### config.mk
export PLATFORM = sky130hd
export DESIGN_NAME = clipped_span_pixel_writer
export DESIGN_NICKNAME = d
export VERILOG_FILES = /design/src/hw/rtl/cspw_pkg.sv /design/src/hw/rtl/clipped_span_pixel_writer.sv /design/src/hw/rtl/cspw_front.sv /design/src/hw/rtl/cspw_queue.sv /design/src/hw/rtl/cspw_back.sv
export SDC_FILE = /design/constraint.sdc
export NUM_CORES = 2
export LEC_CHECK = 0
export ABC_AREA = 1
export BUFFER_PORTS_ARGS = -buffer_cell sky130_fd_sc_hd__buf_2
export CAP_MARGIN = 20
export CORE_MARGIN = 5
export CORE_UTILIZATION = 65
export CTS_CLUSTER_DIAMETER = 60
export CTS_CLUSTER_SIZE = 12
export DETAILED_ROUTE_END_ITERATION = 7
export PLACE_DENSITY = 0.84
export SLEW_MARGIN = 40
export SYNTH_ARGS = -nofsm -noshare
export SYNTH_HDL_FRONTEND = slang
export SYNTH_SLANG_ARGS = --single-unit
export TNS_END_PERCENT = 50
### constraint.sdc
create_clock -name clk -period 19.7 [get_ports clk]
set_input_delay 1.97 -clock clk [delete_from_list [all_inputs] [get_ports clk]]
set_output_delay 1.97 -clock clk [all_outputs]
set_load 0.005 [all_outputs]
### src/hw/rtl/cspw_pkg.sv
// Shared types and constants of the clipped span pixel writer.
package cspw_pkg;

    // Configuration register indexes
    localparam logic [1:0] REG_BASE_ADDRESS = 2'd0;
    localparam logic [1:0] REG_H_RES        = 2'd1;
    localparam logic [1:0] REG_V_RES        = 2'd2;
    localparam logic [1:0] REG_PIXEL_FORMAT = 2'd3;

    localparam int CFG_INDEX_W = 2;
    localparam int CFG_DATA_W  = 32;
    localparam int RES_W       = 13;

    // Pixel format codes; the size code of a write equals the format code
    localparam logic [1:0] FMT_8BPP  = 2'd0;
    localparam logic [1:0] FMT_16BPP = 2'd1;
    localparam logic [1:0] FMT_32BPP = 2'd2;
    localparam logic [1:0] FMT_NONE  = 2'd3;

    // Span modes
    localparam logic MODE_FILL  = 1'b0;
    localparam logic MODE_GLYPH = 1'b1;

    // Reset values of the configuration registers
    localparam logic [31:0]      BASE_RESET = 32'd0;
    localparam logic [RES_W-1:0] H_RES_RESET = 13'd800;
    localparam logic [RES_W-1:0] V_RES_RESET = 13'd480;
    localparam logic [1:0]       FMT_RESET   = FMT_16BPP;

    // Configuration bundle seen by the front end
    typedef struct packed {
        logic [31:0]      base_address;
        logic [RES_W-1:0] h_res;
        logic [RES_W-1:0] v_res;
        logic [1:0]       pixel_format;
    } cspw_cfg_t;

    // One classified span as it travels to the back end
    typedef struct packed {
        logic [31:0] addr;
        logic [31:0] data;
        logic [1:0]  size;
    } cspw_job_t;

endpackage

### src/hw/rtl/clipped_span_pixel_writer.sv
// Top level of the clipped span pixel writer: configuration registers and wiring.
//
// A span is taken when start is high and busy is low; busy stays high while the
// front end clips the span and forms its first address, and longer while the
// queue is full. The span then waits in a two-entry queue until the back end is
// free. The back end loads the span and then walks it pixel by pixel up to the
// last pixel that is drawn, at most SPAN_MAX pixels and at most one write per
// cycle; it takes the next span only once that walk is done. Each write appears
// on the write ports for exactly one cycle with write_strobe high and cannot be
// held off by the receiver; last marks the final write of a span. Spans that
// draw nothing produce no write.
module clipped_span_pixel_writer #(
    parameter int SPAN_MAX   = 64,
    parameter int COORD_BITS = 16
) (
    input  logic                           clk,
    input  logic                           rst_n,
    input  logic                           cfg_write,
    input  logic [cspw_pkg::CFG_INDEX_W-1:0] cfg_index,
    input  logic [cspw_pkg::CFG_DATA_W-1:0]  cfg_data,
    input  logic                           start,
    output logic                           busy,
    input  logic                           mode,
    input  logic [15:0]                    row_x,
    input  logic [15:0]                    row_y,
    input  logic [6:0]                     span_width,
    input  logic [31:0]                    color,
    input  logic [63:0]                    pixel_mask,
    output logic                           write_strobe,
    output logic [31:0]                    write_address,
    output logic [31:0]                    write_data,
    output logic [1:0]                     write_size,
    output logic                           last
);
    import cspw_pkg::*;

    localparam int QW = $bits(cspw_job_t) + SPAN_MAX;

    logic [31:0]      base_reg;
    logic [RES_W-1:0] h_res_reg;
    logic [RES_W-1:0] v_res_reg;
    logic [1:0]       fmt_reg;
    cspw_cfg_t        cfg;

    logic                q_push;
    logic                q_full;
    logic                q_pop;
    logic                q_empty;
    cspw_job_t           push_job;
    logic [SPAN_MAX-1:0] push_vec;
    cspw_job_t           pop_job;
    logic [SPAN_MAX-1:0] pop_vec;
    logic [QW-1:0]       pop_word;

    // Write configuration registers
    always_ff @(posedge clk or negedge rst_n)
    begin
        if (!rst_n)
        begin
            base_reg  <= BASE_RESET;
            h_res_reg <= H_RES_RESET;
            v_res_reg <= V_RES_RESET;
            fmt_reg   <= FMT_RESET;
        end
        else if (cfg_write)
        begin
            case (cfg_index)
                REG_BASE_ADDRESS: base_reg  <= cfg_data;
                REG_H_RES:        h_res_reg <= cfg_data[RES_W-1:0];
                REG_V_RES:        v_res_reg <= cfg_data[RES_W-1:0];
                REG_PIXEL_FORMAT: fmt_reg   <= cfg_data[1:0];
                default:          ;
            endcase
        end
    end

    always_comb
    begin
        cfg.base_address = base_reg;
        cfg.h_res        = h_res_reg;
        cfg.v_res        = v_res_reg;
        cfg.pixel_format = fmt_reg;
    end

    cspw_front #(
        .SPAN_MAX   (SPAN_MAX),
        .COORD_BITS (COORD_BITS)
    ) u_front (
        .clk        (clk),
        .rst_n      (rst_n),
        .cfg        (cfg),
        .start      (start),
        .busy       (busy),
        .mode       (mode),
        .row_x      (row_x),
        .row_y      (row_y),
        .span_width (span_width),
        .color      (color),
        .pixel_mask (pixel_mask),
        .q_full     (q_full),
        .q_push     (q_push),
        .q_job      (push_job),
        .q_vec      (push_vec)
    );

    cspw_queue #(
        .W     (QW),
        .DEPTH (2)
    ) u_queue (
        .clk       (clk),
        .rst_n     (rst_n),
        .push      (q_push),
        .push_data ({push_job, push_vec}),
        .full      (q_full),
        .pop       (q_pop),
        .pop_data  (pop_word),
        .empty     (q_empty)
    );

    assign pop_job = pop_word[QW-1:SPAN_MAX];
    assign pop_vec = pop_word[SPAN_MAX-1:0];

    cspw_back #(
        .SPAN_MAX (SPAN_MAX)
    ) u_back (
        .clk           (clk),
        .rst_n         (rst_n),
        .q_empty       (q_empty),
        .q_job         (pop_job),
        .q_vec         (pop_vec),
        .q_pop         (q_pop),
        .write_strobe  (write_strobe),
        .write_address (write_address),
        .write_data    (write_data),
        .write_size    (write_size),
        .last          (last)
    );

endmodule

### src/hw/rtl/cspw_front.sv
// Front end: accepts a span, clips it and works out its first address.
module cspw_front #(
    parameter int SPAN_MAX   = 64,
    parameter int COORD_BITS = 16
) (
    input  logic                  clk,
    input  logic                  rst_n,
    input  cspw_pkg::cspw_cfg_t   cfg,
    input  logic                  start,
    output logic                  busy,
    input  logic                  mode,
    input  logic [15:0]           row_x,
    input  logic [15:0]           row_y,
    input  logic [6:0]            span_width,
    input  logic [31:0]           color,
    input  logic [63:0]           pixel_mask,
    input  logic                  q_full,
    output logic                  q_push,
    output cspw_pkg::cspw_job_t   q_job,
    output logic [SPAN_MAX-1:0]   q_vec
);
    import cspw_pkg::*;

    localparam int CW    = $clog2(SPAN_MAX + 1);
    localparam int DW    = ((COORD_BITS > RES_W) ? COORD_BITS : RES_W) + 2;
    localparam int PW    = COORD_BITS - 1 + RES_W;

    typedef enum logic [1:0] {
        F_IDLE,
        F_CALC,
        F_PUSH
    } front_state_t;

    front_state_t              state_reg, state_next;
    logic                      mode_reg;
    logic [COORD_BITS-1:0]     x_reg;
    logic [COORD_BITS-1:0]     y_reg;
    logic [6:0]                width_reg;
    logic [31:0]               color_reg;
    logic [SPAN_MAX-1:0]       mask_reg;
    logic [PW-1:0]             prod_reg;
    logic [SPAN_MAX-1:0]       vec_reg, vec_next;
    logic [31:0]               data_reg;

    logic signed [COORD_BITS-1:0] x0;
    logic                      y_ok;
    logic [CW-1:0]             w_sat;
    logic [CW-1:0]             lo;
    logic [CW-1:0]             hi;
    logic signed [DW-1:0]      neg_x;
    logic signed [DW-1:0]      room;
    logic [PW+1:0]             row_off;

    // Pack RGB888 into RGB565 or trim to the format
    function automatic logic [31:0] fmt_data(input logic [31:0] c, input logic [1:0] f);
        logic [31:0] r;
        begin
            case (f)
                FMT_8BPP:  r = {24'd0, c[7:0]};
                FMT_16BPP: r = {16'd0, c[23:19], c[15:10], c[7:3]};
                default:   r = c;
            endcase
            return r;
        end
    endfunction

    assign x0   = signed'(x_reg);
    assign y_ok = !y_reg[COORD_BITS-1] &&
                  ({{(DW-COORD_BITS){1'b0}}, y_reg} < DW'(cfg.v_res));

    // Saturate the width and clip both ends of the span
    always_comb
    begin
        if (width_reg > 7'(SPAN_MAX))
            w_sat = CW'(SPAN_MAX);
        else
            w_sat = CW'(width_reg);

        neg_x = -DW'(x0);
        if (!x0[COORD_BITS-1])
            lo = '0;
        else if (neg_x > DW'(SPAN_MAX))
            lo = CW'(SPAN_MAX);
        else
            lo = CW'(neg_x);

        room = DW'(signed'({1'b0, cfg.h_res})) - DW'(x0);
        if (room < 0)
            hi = '0;
        else if (room > DW'(signed'({1'b0, w_sat})))
            hi = w_sat;
        else
            hi = CW'(room);
    end

    // Mark the pixels that get a write
    always_comb
    begin
        for (int p = 0; p < SPAN_MAX; p++)
        begin
            vec_next[p] = (CW'(p) >= lo) && (CW'(p) < hi) &&
                          ((mode_reg == MODE_FILL) || mask_reg[p]);
        end
        if (!y_ok || (cfg.pixel_format == FMT_NONE))
            vec_next = '0;
    end

    // Step through capture, classify and hand-off
    always_comb
    begin
        state_next = state_reg;
        case (state_reg)
            F_IDLE:
            begin
                if (start)
                    state_next = F_CALC;
            end
            F_CALC:
            begin
                state_next = F_PUSH;
            end
            F_PUSH:
            begin
                if ((vec_reg == '0) || !q_full)
                    state_next = F_IDLE;
            end
            default:
            begin
                state_next = F_IDLE;
            end
        endcase
    end

    always_ff @(posedge clk or negedge rst_n)
    begin
        if (!rst_n)
        begin
            state_reg <= F_IDLE;
        end
        else
        begin
            state_reg <= state_next;
        end
    end

    // Hold the item and the classified values
    always_ff @(posedge clk)
    begin
        if ((state_reg == F_IDLE) && start)
        begin
            mode_reg  <= mode;
            x_reg     <= row_x[COORD_BITS-1:0];
            y_reg     <= row_y[COORD_BITS-1:0];
            width_reg <= span_width;
            color_reg <= color;
            mask_reg  <= pixel_mask[SPAN_MAX-1:0];
        end
        if (state_reg == F_CALC)
        begin
            prod_reg <= PW'(y_reg[COORD_BITS-2:0]) * PW'(cfg.h_res);
            vec_reg  <= vec_next;
            data_reg <= fmt_data(color_reg, cfg.pixel_format);
        end
    end

    assign row_off = {2'b00, prod_reg} << cfg.pixel_format;

    assign busy   = (state_reg != F_IDLE);
    assign q_push = (state_reg == F_PUSH) && (vec_reg != '0) && !q_full;
    assign q_vec  = vec_reg;

    // Address of pixel zero of the span, wrapping modulo 2^32
    always_comb
    begin
        q_job.addr = cfg.base_address + 32'(row_off) + (32'(x0) << cfg.pixel_format);
        q_job.data = data_reg;
        q_job.size = cfg.pixel_format;
    end

endmodule

### src/hw/rtl/cspw_queue.sv
// Short first-in first-out queue between front and back end.
module cspw_queue #(
    parameter int W     = 8,
    parameter int DEPTH = 2
) (
    input  logic         clk,
    input  logic         rst_n,
    input  logic         push,
    input  logic [W-1:0] push_data,
    output logic         full,
    input  logic         pop,
    output logic [W-1:0] pop_data,
    output logic         empty
);
    localparam int AW = (DEPTH > 1) ? $clog2(DEPTH) : 1;

    logic [W-1:0]  mem [DEPTH];
    logic [AW-1:0] wr_ptr_reg, wr_ptr_next;
    logic [AW-1:0] rd_ptr_reg, rd_ptr_next;
    logic [AW:0]   count_reg, count_next;

    assign full     = (count_reg == (AW+1)'(DEPTH));
    assign empty    = (count_reg == '0);
    assign pop_data = mem[rd_ptr_reg];

    // Advance pointers with wrap at the depth
    always_comb
    begin
        wr_ptr_next = wr_ptr_reg;
        rd_ptr_next = rd_ptr_reg;
        count_next  = count_reg;
        if (push)
            wr_ptr_next = (wr_ptr_reg == AW'(DEPTH - 1)) ? '0 : wr_ptr_reg + 1'b1;
        if (pop)
            rd_ptr_next = (rd_ptr_reg == AW'(DEPTH - 1)) ? '0 : rd_ptr_reg + 1'b1;
        if (push && !pop)
            count_next = count_reg + 1'b1;
        else if (pop && !push)
            count_next = count_reg - 1'b1;
    end

    always_ff @(posedge clk or negedge rst_n)
    begin
        if (!rst_n)
        begin
            wr_ptr_reg <= '0;
            rd_ptr_reg <= '0;
            count_reg  <= '0;
        end
        else
        begin
            wr_ptr_reg <= wr_ptr_next;
            rd_ptr_reg <= rd_ptr_next;
            count_reg  <= count_next;
        end
    end

    // Store an item
    always_ff @(posedge clk)
    begin
        if (push)
            mem[wr_ptr_reg] <= push_data;
    end

endmodule

### src/hw/rtl/cspw_back.sv
// Back end: walks a classified span and issues one write per marked pixel.
module cspw_back #(
    parameter int SPAN_MAX = 64
) (
    input  logic                 clk,
    input  logic                 rst_n,
    input  logic                 q_empty,
    input  cspw_pkg::cspw_job_t  q_job,
    input  logic [SPAN_MAX-1:0]  q_vec,
    output logic                 q_pop,
    output logic                 write_strobe,
    output logic [31:0]          write_address,
    output logic [31:0]          write_data,
    output logic [1:0]           write_size,
    output logic                 last
);
    import cspw_pkg::*;

    logic                active_reg, active_next;
    logic [SPAN_MAX-1:0] vec_reg, vec_next;
    logic [SPAN_MAX-1:0] vec_rest;
    logic [31:0]         addr_reg, addr_next;
    logic [31:0]         data_reg;
    logic [1:0]          size_reg;
    logic                strobe_reg, strobe_next;
    logic [31:0]         out_addr_reg;
    logic                last_reg, last_next;

    assign q_pop    = !active_reg && !q_empty;
    assign vec_rest = vec_reg >> 1;

    // Take a new span when idle, else advance one pixel
    always_comb
    begin
        active_next = active_reg;
        vec_next    = vec_reg;
        addr_next   = addr_reg;
        strobe_next = 1'b0;
        last_next   = 1'b0;
        if (active_reg)
        begin
            strobe_next = vec_reg[0];
            last_next   = (vec_rest == '0);
            vec_next    = vec_rest;
            addr_next   = addr_reg + (32'd1 << size_reg);
            active_next = (vec_rest != '0);
        end
        else if (!q_empty)
        begin
            active_next = 1'b1;
            vec_next    = q_vec;
            addr_next   = q_job.addr;
        end
    end

    always_ff @(posedge clk or negedge rst_n)
    begin
        if (!rst_n)
        begin
            active_reg <= 1'b0;
            strobe_reg <= 1'b0;
        end
        else
        begin
            active_reg <= active_next;
            strobe_reg <= strobe_next;
        end
    end

    // Hold span payload and the registered write
    always_ff @(posedge clk)
    begin
        vec_reg      <= vec_next;
        addr_reg     <= addr_next;
        out_addr_reg <= addr_reg;
        last_reg     <= last_next;
        if (q_pop)
        begin
            data_reg <= q_job.data;
            size_reg <= q_job.size;
        end
    end

    assign write_strobe  = strobe_reg;
    assign write_address = out_addr_reg;
    assign write_data    = data_reg;
    assign write_size    = size_reg;
    assign last          = last_reg;

endmodule
==> summary.txt <==
Clock tree
  • Deepest clock path buffer count: 3
  • Htree depth: 3
  • Post-CTS Hold Buffers: 0
  • Post-CTS Repair Setup Buffers: 0
  • Clock root buffer: clkbuf_16
  • TritonCTS buffer count: 75
  • Worst skew pair latency: 640 ps
  • TritonCTS clock tree: done
  • Worst-path clk slew: 60 ps
  • # resized after CTS: 0
  • CTS sink count: 751

Route
  • Starting DRC count in detailed routing: 3398
  • DRT Pass-1 Iters: 6
  • ANT nets after route: 0
  • Met2 WL: 46100 um
  • Met3 Wirelength: 10100 um
  • Wire per inst: 19.7 um
  • Post-Route WL: 100000 um
  • Met1 WL: 41300 um
  • Vias/cell: 5.78
  • Residual DRC: 0
  • Total number of vias: 29400
  • Top layer in use: met4

Synth
  • Register bit count reported by yosys: 751
  • Register area share after synthesis: 54.0%
  • Mapped Area: 40500 um2
  • Yosys cell types: 63
  • Synthesized instance count: 4000
  • Yosys Warn Count: 0
  • Synthesized area per cell: 10.1 um2
  • Mapped Nets: 4492

Timing
  • Clock skew: 22.8 ps
  • Slew margin rel.: 42.6%
  • Slew Viols, Final: 0
  • Setup TNS: 0 ps
  • Max Clk Rate: 0.163 GHz
  • Unrepaired setup endpoints after global routing: false
  • Final setup vio count: 0
  • Final min period: 6120 ps
  • Endpoints failing hold: 0
  • Worst-margin pin slew: 862 ps
  • Period Utilization, post-route: 31.1%

Finish
  • Nets: 4692
  • Final Cell Area: 44800 um2
  • Commonest non-fill, non-tap cell in the layout: nand2_1
  • Antenna cells: 0
  • Most frequent cells in the layout: nand2_1 (869), edfxtp_1 (649), inv_1 (566)
  • Final Core Density: 72.6%
  • Layout Area Growth over Synthesis: 10.5%
  • Layout cells sized above 1: 11.0%
  • Largest register FFs: 260
  • Reg with most FFs: u_queue.mem

Critical path
  • Worst EP required: 20070 ps
  • Setup CP Type: flip-flop to flip-flop
  • Crit-path max FO: 14
  • CP endpoint kind: flip-flop
  • Worst EP arrival: 6500 ps
  • Startpoint Class: flip-flop

Global route
  • Largest net degree at the start of global routing: 103
  • Vias in the first global route: 28800
  • Global-route wire length before repair: 157000 um
  • GRT Util Overall: 29.7%
  • Initial antenna violation count: 2
  • Total global routing overflow: 0

Placement
  • PortBufs: 242
  • DP HPWL: 73100 um
  • Gpl congestion: 0.997
  • Post-Place Cell Area: 42500 um2

Power
  • VDD IR max: 230 uV
  • Overall Power: 7710 uW
  • LEAKAGE: 0.0199 uW
  • Pwr per Cell Area: 172 nW/um2

Status
  • Status: completed

Die
  • Chip width: 260 um
  • Core area: 61700 um2
  • Rows: 91
  • Boundary Pins: 243
  • Full die area: 67400 um2
  • Initial core utilization: 65.7%
  • Die H: 260 um

Run
  • Maximum capacitance violations: 0

Worst hold path
  • Worst Hold Class: flip-flop to flip-flop
[synthesized netlist by cell type (all sizes together)]
master | count | area [um2]
a211oi | 3 | 27.5
a21boi | 4 | 30.0
a21o | 4 | 30.0
a21oi | 259 | 1300
a22o | 2 | 17.5
a22oi | 1 | 7.51
a31o | 1 | 8.76
a31oi | 7 | 43.8
and2 | 5 | 31.3
and3 | 1 | 6.26
buf | 20 | 108
clkbuf | 120 | 450
clkinv | 1 | 3.75
dfrtp | 60 | 1500
dfstp | 8 | 210
dfxtp | 34 | 681
edfxtp | 649 | 19500
fa | 176 | 3520
ha | 142 | 1780
inv | 583 | 2190
mux2 | 15 | 169
mux2i | 40 | 400
nand2 | 886 | 3370
nand3 | 151 | 793
nand3b | 12 | 90.1
nand4 | 35 | 249
nor2 | 381 | 1560
nor3 | 22 | 115
nor3b | 2 | 15.0
nor4 | 40 | 250
o2111ai | 8 | 70.1
o211ai | 11 | 82.6
o21a | 4 | 30.0
o21ai | 211 | 1060
o21bai | 6 | 45.0
o22ai | 18 | 113
o31ai | 2 | 15.0
o32ai | 1 | 8.76
or2 | 5 | 31.3
xnor2 | 27 | 236
xor2 | 43 | 384
[cell families after synthesis]
kind of cell               synth area share, %
AOI/OAI and AO/OA                         7.13
xor gates and xnor gates                  1.53
adders and majority gates                 13.1
buffers and inverters                     6.79
DFF                                       54.0
muxes                                     1.40
and+or+nand+nor                           16.1
[routing by layer]
metal	track usage [%]	vias up
met2	46.4	1502
li1	-	13600
met5	0	-
met3	5.94	204
met1	43.6	14100
met4	7.37	0
[report_power, final]
part           switching (uW)  leakage, uW  internal, uW  total [uW]
logic                    2320       0.0115          1330        3660
registers                 286      0.00732          2450        2740
clock network             578      0.00108           742        1320
[metrics by stage]
| stage | hold slack [ps] | worst slack (ps) | std cells |
|---|---|---|---|
| 6_report | 378 | 13580 | 5088 |
| 5_1_grt | 403 | 13200 | 5088 |
| 4_1_cts | 373 | 13610 | 5088 |
| 3_5_place_dp | 370 | 13630 | 4960 |
| 3_3_place_gp | 359 | 13760 | 4958 |
| 2_1_floorplan | 355 | 11440 | 4000 |
[area by class of cell]
class                   instances  area, um2
repair buffers                263       1430
inverters                     584       2200
multi-input cells            2525      16000
clock inverters                11        161
clock buffers                 117       2110
well taps                     837       1050
flip-flops and latches        751      21900
fillers                      4270      16900
[final timing paths]
kind                       cells after the start  slack, ps                         start                               to
max                                           23      13580    u_front.y_reg[5]$_DFFE_PP_   u_front.prod_reg[25]$_DFFE_PN_
min                                            0        380  u_back.addr_reg[3]$_DFFE_PP_  u_back.write_address[3]$_DFF_P_
max reg2reg                                   23      13580    u_front.y_reg[5]$_DFFE_PP_   u_front.prod_reg[25]$_DFFE_PN_
min reg2reg                                    0        380  u_back.addr_reg[3]$_DFFE_PP_  u_back.write_address[3]$_DFF_P_
max in group asynchronous                      2      17650                         rst_n   u_queue.rd_ptr_reg$_DFFE_PN0P_
min in group asynchronous                      1       1210                         rst_n         v_res_reg[3]$_DFFE_PN0P_
[worst max-delay path, stage by stage (launching register included)]
cell and delay (ps):
edfxtp_1 620, nand2_1 150, inv_1 70, fa_1 530, inv_1 50, fa_1 520
inv_1 50, fa_1 510, inv_1 50, fa_1 470, fa_1 540, inv_1 40
ha_1 350, nand2_1 70, inv_1 60, a21oi_1 90, o21ai_0 290, a21boi_0 250
o21ai_0 320, a21oi_1 150, o21ai_0 370, nand3_1 170, nand3_1 110, nand2_1 50
No activity file was read; power rests on OpenSTA's default activity.
